### src/design/pbcs_pkg.sv
`default_nettype none

package pbcs_pkg;

    // Field widths
    localparam int MODE_W     = 3;
    localparam int KEY_W      = 5;
    localparam int DIGIT_W    = 4;
    localparam int DCNT_W     = 2;
    localparam int TARGET_W   = 7;
    localparam int TOTAL_W    = 16;
    localparam int BOXES_W    = 8;
    localparam int DEBOUNCE_W = 16;
    localparam int PILLS_W    = 8;

    // Defaults
    localparam int PILL_COUNT_WIDTH_DEF = 8;
    localparam logic [DEBOUNCE_W-1:0] DEBOUNCE_RESET = 16'd250;

    // Operating modes
    localparam logic [MODE_W-1:0] MODE_OFF   = 3'd0;
    localparam logic [MODE_W-1:0] MODE_STOP  = 3'd1;
    localparam logic [MODE_W-1:0] MODE_ENTRY = 3'd2;
    localparam logic [MODE_W-1:0] MODE_MOVE  = 3'd3;
    localparam logic [MODE_W-1:0] MODE_COUNT = 3'd4;

    // Keypad codes
    localparam logic [KEY_W-1:0] KEY_DIGIT_MAX = 5'd9;
    localparam logic [KEY_W-1:0] KEY_A         = 5'd10;
    localparam logic [KEY_W-1:0] KEY_STAR      = 5'd14;
    localparam logic [KEY_W-1:0] KEY_HASH      = 5'd15;

    // Largest two-digit target
    localparam logic [TARGET_W-1:0] TARGET_MAX = 7'd99;

    // Register map
    localparam int PADDR_W = 3;
    localparam logic [PADDR_W-1:0] ADDR_DEBOUNCE = 3'd0;

    // Sequencer state, pill counter excluded (its width is a parameter)
    typedef struct packed {
        logic [MODE_W-1:0]     mode;
        logic [DCNT_W-1:0]     digits;
        logic [DIGIT_W-1:0]    tens;
        logic [DIGIT_W-1:0]    ones;
        logic [TARGET_W-1:0]   target;
        logic [TOTAL_W-1:0]    total;
        logic [BOXES_W-1:0]    boxes;
        logic [DEBOUNCE_W-1:0] debounce;
    } pbcs_ctrl_t;

endpackage

`default_nettype wire

### src/design/pbcs_next.sv
`default_nettype none

module pbcs_next #(
    parameter int PILL_COUNT_WIDTH = pbcs_pkg::PILL_COUNT_WIDTH_DEF
) (
    input  wire pbcs_pkg::pbcs_ctrl_t        cur,
    input  wire logic [PILL_COUNT_WIDTH-1:0] cur_pills,
    input  wire logic [pbcs_pkg::KEY_W-1:0]  key_code,
    input  wire logic                        box_sensor,
    input  wire logic                        pill_pulse,
    input  wire logic [pbcs_pkg::DEBOUNCE_W-1:0] debounce_ticks,
    output pbcs_pkg::pbcs_ctrl_t             nxt,
    output logic [PILL_COUNT_WIDTH-1:0]      nxt_pills
);
    import pbcs_pkg::*;

    logic                        is_star;
    logic                        is_hash;
    logic                        is_digit;
    logic [DIGIT_W-1:0]          tens_new;
    logic [DIGIT_W-1:0]          ones_new;
    logic [TARGET_W-1:0]         target_new;
    logic [DEBOUNCE_W-1:0]       deb_inc;
    logic [PILL_COUNT_WIDTH-1:0] pills_inc;
    logic                        box_full;

    assign is_star  = (key_code == KEY_STAR);
    assign is_hash  = (key_code == KEY_HASH);
    assign is_digit = (key_code <= KEY_DIGIT_MAX);

    // Digit capture: tens first, then ones
    assign tens_new = (is_digit && cur.digits == 2'd0) ? key_code[DIGIT_W-1:0] : cur.tens;
    assign ones_new = (is_digit && cur.digits == 2'd1) ? key_code[DIGIT_W-1:0] : cur.ones;
    assign target_new = 7'({3'd0, tens_new} * 7'd10 + {3'd0, ones_new});

    // Saturating debounce count
    assign deb_inc = (cur.debounce == '1) ? cur.debounce : cur.debounce + 16'd1;

    // Pill count after this tick's pulse
    assign pills_inc = pill_pulse ? cur_pills + PILL_COUNT_WIDTH'(1) : cur_pills;
    assign box_full  = (TOTAL_W'(pills_inc) >= TOTAL_W'(cur.target));

    always_comb
    begin
        nxt       = cur;
        nxt_pills = cur_pills;
        unique case (cur.mode)
            MODE_STOP:
            begin
                nxt_pills = '0;
                if (is_star)
                begin
                    nxt.digits = '0;
                    nxt.mode   = MODE_ENTRY;
                end
                else if (is_hash)
                begin
                    nxt.digits = '0;
                    nxt.mode   = MODE_OFF;
                end
            end
            MODE_ENTRY:
            begin
                if (is_digit)
                begin
                    if (cur.digits < 2'd2)
                    begin
                        nxt.tens   = tens_new;
                        nxt.ones   = ones_new;
                        nxt.target = target_new;
                        nxt.digits = cur.digits + 2'd1;
                    end
                    else
                    begin
                        nxt.digits = '0;
                    end
                end
                else if (is_star)
                begin
                    nxt.target   = target_new;
                    nxt_pills    = '0;
                    nxt.debounce = '0;
                    nxt.mode     = MODE_MOVE;
                end
                else if (is_hash)
                begin
                    nxt.target = target_new;
                    nxt.mode   = MODE_STOP;
                end
            end
            MODE_MOVE:
            begin
                nxt_pills = '0;
                if (is_star || is_hash)
                begin
                    nxt.target   = '0;
                    nxt.digits   = '0;
                    nxt.debounce = '0;
                    nxt.mode     = is_hash ? MODE_STOP : MODE_ENTRY;
                end
                else if (box_sensor)
                begin
                    if (deb_inc >= debounce_ticks)
                    begin
                        nxt.debounce = '0;
                        nxt.mode     = MODE_COUNT;
                    end
                    else
                    begin
                        nxt.debounce = deb_inc;
                    end
                end
                else
                begin
                    nxt.debounce = '0;
                end
            end
            MODE_COUNT:
            begin
                nxt_pills = pills_inc;
                if (box_full)
                begin
                    nxt.boxes    = cur.boxes + 8'd1;
                    nxt.total    = cur.total + TOTAL_W'(pills_inc);
                    nxt_pills    = '0;
                    nxt.debounce = '0;
                    nxt.mode     = MODE_MOVE;
                end
                else if (is_star || is_hash)
                begin
                    nxt_pills  = '0;
                    nxt.target = '0;
                    nxt.boxes  = '0;
                    nxt.digits = '0;
                    nxt.mode   = is_hash ? MODE_STOP : MODE_ENTRY;
                end
            end
            default:
            begin
                // Off, and any unused mode code
                nxt.mode = (key_code == KEY_A) ? MODE_STOP : MODE_OFF;
            end
        endcase
    end

endmodule

`default_nettype wire

### src/design/pill_batch_counter_sequencer_unit.sv
// Pill batch counter sequencer.
// Input channel (in_valid/in_ready) carries one tick: key_code, box_sensor
// and pill_pulse. Output channel (out_valid/out_ready) returns one result per
// tick: mode, belt and motor drives, pill count, target, total and boxes,
// all showing the state after that tick.
// out_valid rises once an accepted tick has passed from the input register
// through the state update into the result register; a stall can hold it.
// Throughput: one tick per cycle while out_ready stays high; the state update
// is a single pass of compares and increments between input and result register.
// A stalled receiver holds the result register; the input register still
// takes one more transaction, then in_ready drops until out_ready returns.
// Reset (rst_n low, asynchronous) puts the sequencer in the off mode with
// all counts cleared and debounce_ticks at 250; no transaction is pending.
// APB port: debounce_ticks at byte address 0, written on the access cycle;
// write it only while no tick is in flight.
`default_nettype none

module pill_batch_counter_sequencer_unit #(
    parameter int PILL_COUNT_WIDTH = pbcs_pkg::PILL_COUNT_WIDTH_DEF
) (
    input  wire logic                            clk,
    input  wire logic                            rst_n,
    // APB configuration
    input  wire logic                            psel,
    input  wire logic                            penable,
    input  wire logic                            pwrite,
    input  wire logic [pbcs_pkg::PADDR_W-1:0]    paddr,
    input  wire logic [31:0]                     pwdata,
    output logic      [31:0]                     prdata,
    output logic                                 pready,
    // Tick input
    input  wire logic                            in_valid,
    output logic                                 in_ready,
    input  wire logic [pbcs_pkg::KEY_W-1:0]      key_code,
    input  wire logic                            box_sensor,
    input  wire logic                            pill_pulse,
    // Result output
    output logic                                 out_valid,
    input  wire logic                            out_ready,
    output logic [pbcs_pkg::MODE_W-1:0]          out_mode,
    output logic                                 belt_on,
    output logic                                 motor_on,
    output logic [pbcs_pkg::PILLS_W-1:0]         out_pills,
    output logic [pbcs_pkg::TARGET_W-1:0]        out_target,
    output logic [pbcs_pkg::TOTAL_W-1:0]         out_total,
    output logic [pbcs_pkg::BOXES_W-1:0]         out_boxes
);
    import pbcs_pkg::*;

    logic [DEBOUNCE_W-1:0]       debounce_ticks_reg;
    logic                        cfg_wr;

    logic                        in_vld_reg;
    logic [KEY_W-1:0]            key_reg;
    logic                        sensor_reg;
    logic                        pulse_reg;

    pbcs_ctrl_t                  ctrl_reg;
    pbcs_ctrl_t                  ctrl_next;
    logic [PILL_COUNT_WIDTH-1:0] pills_reg;
    logic [PILL_COUNT_WIDTH-1:0] pills_next;

    logic                        out_vld_reg;
    logic [MODE_W-1:0]           mode_out_reg;
    logic                        belt_reg;
    logic                        motor_reg;
    logic [PILLS_W-1:0]          pills_out_reg;
    logic [TARGET_W-1:0]         target_out_reg;
    logic [TOTAL_W-1:0]          total_out_reg;
    logic [BOXES_W-1:0]          boxes_out_reg;

    logic                        advance;

    // Configuration register
    assign pready = 1'b1;
    assign cfg_wr = psel && penable && pwrite && (paddr == ADDR_DEBOUNCE);
    assign prdata = (paddr == ADDR_DEBOUNCE) ? {16'd0, debounce_ticks_reg} : 32'd0;

    always_ff @(posedge clk or negedge rst_n)
    begin
        if (!rst_n)
            debounce_ticks_reg <= DEBOUNCE_RESET;
        else if (cfg_wr)
            debounce_ticks_reg <= pwdata[DEBOUNCE_W-1:0];
    end

    // Pipeline flow control
    assign advance  = in_vld_reg && (!out_vld_reg || out_ready);
    assign in_ready = !in_vld_reg || advance;

    // Input register
    always_ff @(posedge clk or negedge rst_n)
    begin
        if (!rst_n)
            in_vld_reg <= 1'b0;
        else if (in_ready)
            in_vld_reg <= in_valid;
    end

    always_ff @(posedge clk)
    begin
        if (in_valid && in_ready)
        begin
            key_reg    <= key_code;
            sensor_reg <= box_sensor;
            pulse_reg  <= pill_pulse;
        end
    end

    // Sequencer next state
    pbcs_next #(
        .PILL_COUNT_WIDTH (PILL_COUNT_WIDTH)
    ) u_next (
        .cur            (ctrl_reg),
        .cur_pills      (pills_reg),
        .key_code       (key_reg),
        .box_sensor     (sensor_reg),
        .pill_pulse     (pulse_reg),
        .debounce_ticks (debounce_ticks_reg),
        .nxt            (ctrl_next),
        .nxt_pills      (pills_next)
    );

    // Sequencer state; the all-zero state is the off mode with counts cleared
    always_ff @(posedge clk or negedge rst_n)
    begin
        if (!rst_n)
        begin
            ctrl_reg  <= '0;
            pills_reg <= '0;
        end
        else if (advance)
        begin
            ctrl_reg  <= ctrl_next;
            pills_reg <= pills_next;
        end
    end

    // Result register
    always_ff @(posedge clk or negedge rst_n)
    begin
        if (!rst_n)
            out_vld_reg <= 1'b0;
        else if (advance)
            out_vld_reg <= 1'b1;
        else if (out_ready)
            out_vld_reg <= 1'b0;
    end

    always_ff @(posedge clk)
    begin
        if (advance)
        begin
            mode_out_reg   <= ctrl_next.mode;
            belt_reg       <= (ctrl_next.mode == MODE_MOVE);
            motor_reg      <= (ctrl_next.mode == MODE_COUNT);
            pills_out_reg  <= PILLS_W'(pills_next);
            target_out_reg <= ctrl_next.target;
            total_out_reg  <= ctrl_next.total;
            boxes_out_reg  <= ctrl_next.boxes;
        end
    end

    assign out_valid  = out_vld_reg;
    assign out_mode   = mode_out_reg;
    assign belt_on    = belt_reg;
    assign motor_on   = motor_reg;
    assign out_pills  = pills_out_reg;
    assign out_target = target_out_reg;
    assign out_total  = total_out_reg;
    assign out_boxes  = boxes_out_reg;

endmodule

`default_nettype wire

### config.mk
export PLATFORM = sky130hd
export DESIGN_NAME = pill_batch_counter_sequencer_unit
export DESIGN_NICKNAME = d
export VERILOG_FILES = /design/src/design/pbcs_pkg.sv /design/src/design/pbcs_next.sv /design/src/design/pill_batch_counter_sequencer_unit.sv
export SDC_FILE = /design/constraint.sdc
export NUM_CORES = 1
export LEC_CHECK = 0
export BUFFER_PORTS_ARGS = -buffer_cell sky130_fd_sc_hd__buf_2
export CORE_MARGIN = 2
export CORE_UTILIZATION = 43
export DETAILED_ROUTE_END_ITERATION = 16
export SLEW_MARGIN = 10
export SYNTH_ARGS = -nofsm -noshare
export SYNTH_HDL_FRONTEND = slang
export SYNTH_SLANG_ARGS = --single-unit
### constraint.sdc
create_clock -name clk -period 10.1 [get_ports clk]
set_input_delay 0.505 -clock clk [delete_from_list [all_inputs] [get_ports clk]]
set_output_delay 0.505 -clock clk [all_outputs]
set_load 0.05 [all_outputs]
# == After elaboration in Yosys (flattened, before gate mapping) ==
# Cells that the tools add are included.
# totals
latch_bits,0
rom_bits,0
in_bits,49
output_inout_bits,79
ff_bits,137
mem_bits_rw,0
word_cells,121
memories,0
# classes
reduce_logical,21
muxes,48
bitwise,0
n_eq_ne,19
mul,1
shifts,0
add_sub_neg,6
magnitude_cmp,4
div,0
# ops
op,n
$mux 16,9
$mux 8,7
$pmux 16 s3,1
$mux 7,5
$mux 24,1
$pmux 8 s3,1
$mux 3,7
$pmux 7 s3,1
$add 16x1->16 const B,1
$add 16x8->16,1
$add 8x1->8 const B,2
$eq 16x16->1 const B,1
$ge 16x16->1,1
$eq 5x4->1 const B,3
$mux 15,1
$mux 5,3
$pmux 3 s4,1
$mux 10,1
$ne 2x1->1 const B,5
$eq 3x2->1 const B,3
$ge 8x7->1,1
$mux 2,4
$mux 4,2
$pmux 2 s4,1
other kinds (23),36

# == Longest topological paths before layout ==
# depth
depth_word,9
depth_mapped,16
depth_no_buf,14

# == Modules after synthesis ==
# From an unflattened synthesis, not the netlist that was laid out.
# unflattened
hier_cells,736
hier_area_um2,8195.4
# modules_own_cells
mod,instances,area_each_um2,seq_area_each_um2,cells_per_inst
pill_batch_counter_sequencer_unit,1,5064.9,3691.0,278
pbcs_next,1,3130.5,0.0,458

# == Worst setup path after synthesis ==
# No wires, ideal clock.
# synth_timing
path_kind,reg-to-reg
from,register key_reg[2]
to,"register target_out_reg[6], in the netlist out_target[6] (data pin)"
arrival_ns,3.347
setup_slack_ns,6.500
required_time_ns,9.846
path_stages_with_launch,15
cell_sequence,edfxtp_1 -> o21a_1 -> nor4_1 -> mux2i_1 -> inv_1 -> ha_1 -> ha_1 -> inv_1 -> fa_1 -> nand3b_1 -> o21ai_0 -> xnor2_1 -> xnor2_1 -> nand2_1 -> nand2_1
# synth_rtl
element,line,source
"start, declared",pill_batch_counter_sequencer_unit.sv:54,logic [KEY_W-1:0] key_reg;
"start signal, assigned",pill_batch_counter_sequencer_unit.sv:104,key_reg <= key_code;
"end signal, assigned",pill_batch_counter_sequencer_unit.sv:158,target_out_reg <= ctrl_next.target;
"end, declared",pill_batch_counter_sequencer_unit.sv:68,logic [TARGET_W-1:0] target_out_reg;

# == Final worst setup path ==
# layout_timing
from,register ctrl_reg[3] (netlist bit)
to,register ctrl_reg[9] (netlist bit)
# layout_between
elab_chain_cells,7
# layout_rtl
element,line,source
"start, declared",pill_batch_counter_sequencer_unit.sv:58,pbcs_ctrl_t ctrl_reg;
"start signal, assigned",pill_batch_counter_sequencer_unit.sv:134,ctrl_reg <= ctrl_next;
$add 16x1->16 / $eq 16x16->1 (equally long branches),pbcs_next.sv:37,assign deb_inc = (cur.debounce == '1) ? cur.debounce : cur.debounce + 16'd1;
$mux 16 (*),pbcs_next.sv:37,
$ge 16x16->1,pbcs_next.sv:103,if (deb_inc >= debounce_ticks)
$mux 16 (*),pbcs_next.sv:103,
$mux 16 (*),pbcs_next.sv:101,else if (box_sensor)
$mux 16 (*),pbcs_next.sv:94,if (is_star || is_hash)
$pmux 16 s3 (*),pbcs_next.sv:47,unique case (cur.mode)
# Mark *: on every way between the ends. The rest lies on a longest branch, timed or not.
# A chain may end at the register's enable or synchronous reset.

==> out/summary.md <==
The flow ran to the end, and the final reports show no timing, DRC or antenna violations. The number of unique standard cell types used by synthesis is 76, and the count of pins over their slew limit is 0. The worst path arrival time is 5160 ps. STA classifies the critical path endpoint as a flop.

Filler cell count in the final layout: 1759. The tools report the area of the mapped netlist as 8050 um^2. Port buffering added 94 buffers. The congestion estimate from routability-driven global placement came to 0.834.

The number of antenna diodes is 0. The run gives 14.3 ps as the clock skew. TritonCTS built the clock tree. The register with the most flip-flops in the layout has 60 of them. In this run the post-CTS setup repair buffer count came out at 0. The tools report the die area as 19800 um^2.

Total congestion overflow after global routing: 0. The synthesized design spends more area on one cell type than any other, namely dfrtp_1. Number of global-route vias before repair: 5922.

The master cell of the clock root buffer was clkbuf_16. The tools report the number of maximum-capacitance constraint violations as 0. Compared with the post-synthesis result, the final layout area differs by 14.9%. The area taken by flip-flops and latches is 3690 um^2, and the tightest slew margin relative to the limit is 29.6%. The post-synthesis sequential element count is 137, and the count of final hold-check violations is 0. The number of clock sinks seen by CTS was 137. 128 I/O pins were placed.

At the placement stage, the worst setup path has a slack of 5290 ps. The share of cells above drive strength 1 is 19.2%. The launching element type of the critical path is a flop.

For this run, design rule violations remaining after detail routing come to 0. For the pin with the worst max-slew slack, the measured transition is 1050 ps. The H-tree level count was 4. The logs give 18.9% for the global-route usage over all layers and 0 for the number of antenna violations at the first check in global routing. The leakage power figure came out at 4.31 nW. In the final timing run, aggregate negative setup slack is 0 ps. Maximum clock insertion buffer count: 2. After legalization and detailed placement, the total HPWL measured 13000 um. Across all setup checks in the final design, the least slack found is 5260 ps. From left edge to right edge, the die measures 141 um.

For the finished layout, the period the worst path requires is 4840 ps. The total of cells resized after clock tree synthesis is 0. Number of buffers created by CTS: 17.

nand2_1 is the most common cell in the netlist. In this run, synthesis inferred 51 flip-flops with an integrated enable. Entering global routing, the biggest net connects 64 pins. At the end of the flow the core is filled with cells to 50.0%. By area the synthesized netlist is led by dfrtp_1 (25%), edfxtp_1 (19%), ha_1 (6.2%).

Along the worst path, the maximum fanout reaches 14. The setup path with the least slack is of type reg2reg. The clock latency on the worst-skew pair came out at 430 ps.

Synthesized area per cell: 9.76 um^2. For this block, the routed nets add up to 18200 um of wire. The first global-routing pass estimated 30100 um of wire.

The first detailed-routing pass took 4 iterations. The cell with the largest stage delay on the worst path was a211oi_2. The core outline area was 18500 um^2. STA puts the critical path data required time at 10420 ps. For this block, the via count after detailed routing is 6188. For this configuration, the core starts out at a cell density of 43.5%. Summing all multi-input logic gate instances after layout gives 3990 um^2. In this run the remaining antenna-violating nets after routing total 0. The tools report the cts-stage hold buffer count as 1. On the worst path, the slowest cell contributes a delay of 890 ps.

Dividing the detail-routed wire length by the instance count gives 15.6 um. Dividing the detail-routed via count by the number of cells gives 5.33. Setup repair after global routing left no endpoint under its margin.

In this run the power density over the cells is 199 nW/um^2. Setup violations remaining at the end of the flow were counted as 0. In this run the worst hold path is classified as in2reg. In the synthesized netlist the dominant register cell turns out to be dfrtp_1. The y dimension of the die works out to 141 um. Summed over its instances, the top area cell type makes up 24.9% of the synthesized netlist area. After clock tree synthesis, the clock-pin slew on the worst setup and hold paths is 60 ps. The count of yosys warnings during synthesis was 0; the timing-limited maximum frequency was 207 MHz.

Walking the worst path, the cells encountered are nand4_1 > or4_1 > nor2_2 > and3_1 > mux2i_1 > inv_1 > ha_1 > o2111a_1 > a211oi_1 > nor2_1 > a211oi_2 > nand2b_1 > o31ai_1. Sequential elements use 45.8% of the synthesized area. After synthesis, the share of flip-flops with an asynchronous set or reset is 62.8%. The number of design-rule violations left by the first detailed-router iteration is 411. For the number of cells produced by synthesis, the log shows 825.

The net count of the finished layout is 1005. After floorplanning, the core was divided into 50 placement rows. The worst-case IR drop observed on VDD is 0.136 mV.

The commonest cells after synthesis are nand2_1 (124), dfrtp_1 (80), o21ai_0 (57). The final critical path takes up 47.9% of the cycle.
## cells in the final DEF, fill, tap and decap left out, drive strengths merged, types with 5 or more instances in the layout
cell type    n
nand2      124
buf        100
dfrtp       80
o21ai       62
inv         54
edfxtp      51
nor2        48
ha          40
a21oi       27
a22o        25
nand2b      20
xnor2       19
and2        19
nand4       19
clkbuf      18
xor2        17
mux2        17
conb        17
nor3        16
nand3       12
and3        10
or3          8
mux2i        7
a21o         7
a31oi        7
a211oi       7
o31ai        7
nor2b        6
nand3b       6
a22oi        6
dfstp        6
o21a         5
o211ai       5
## where the power goes
part	internal (mW)	switching, mW
registers	0.659	0.0504
logic	0.159	0.360
clock network	0.351	0.258
total	1.17	0.669
## logic make-up after synthesis
group	synth area share (%)
other	0.0932
xor gates and xnor gates	3.91
buffers and inverters	5.44
adders and majority gates	6.96
DFF	45.8
AOI/OAI and AO/OA	15.7
muxes	3.25
and+or+nand+nor	18.8
## stage by stage
stage / power (mW) / hold WS (ps) / instances / instance area [um^2]
after floorplan: 1.11 / 209 / 840 / 8110
after global placement: 1.23 / 433 / 1127 / 8660
final: 1.84 / 246 / 1160 / 9250
after global routing: 1.94 / 234 / 1160 / 9250
after detailed placement: 1.24 / 435 / 1127 / 8660
after CTS: 1.85 / 241 / 1160 / 9250
## critical path: cells and delay by family (launching register included)
| family | cells | cell delay [ps] |
|---|---|---|
| DFF | 1 | 500 |
| muxes | 1 | 330 |
| and+or+nand+nor | 6 | 1900 |
| AOI/OAI and AO/OA | 4 | 1610 |
| buffers and inverters | 1 | 90 |
| adders and majority gates | 1 | 310 |
## final timing paths
check / from / to / slack, ps / cells after the start
max in group asynchronous: rst_n / ctrl_reg[17]$_DFFE_PN0P_ / 8390 / 3
worst min-delay path: key_code[3] / key_reg[3]$_DFFE_PP_ / 250 / 1
worst min register to register: ctrl_reg[53]$_DFFE_PN0P_ / ctrl_reg[53]$_DFFE_PN0P_ / 480 / 2
min in group asynchronous: rst_n / ctrl_reg[10]$_DFFE_PN0P_ / 520 / 2
worst max-delay path: ctrl_reg[3]$_DFFE_PN0P_ / ctrl_reg[9]$_DFFE_PN0P_ / 5260 / 13
worst max register to register: ctrl_reg[3]$_DFFE_PN0P_ / ctrl_reg[9]$_DFFE_PN0P_ / 5260 / 13
## metal layers
metal  global-route usage (%)  wire length (um)  vias to the layer above
li1                         -                 -                     3096
met1                     26.9              9060                     2966
met2                     29.6              8240                      110
met3                     4.11               650                       16
met4                     4.84               206                        0
met5                        0                 0                        -
## cell type report
| type | count | share of cell area [%] |
|---|---|---|
| clock buffers | 18 | 4.75 |
| clock inverters | 14 | 1.47 |
| inverters | 47 | 1.91 |
| multi-input cells | 609 | 43.1 |
| flip-flops and latches | 137 | 39.9 |
| well taps | 234 | 3.17 |
| repair buffers | 101 | 5.71 |
(Power assumes the default switching activity.)
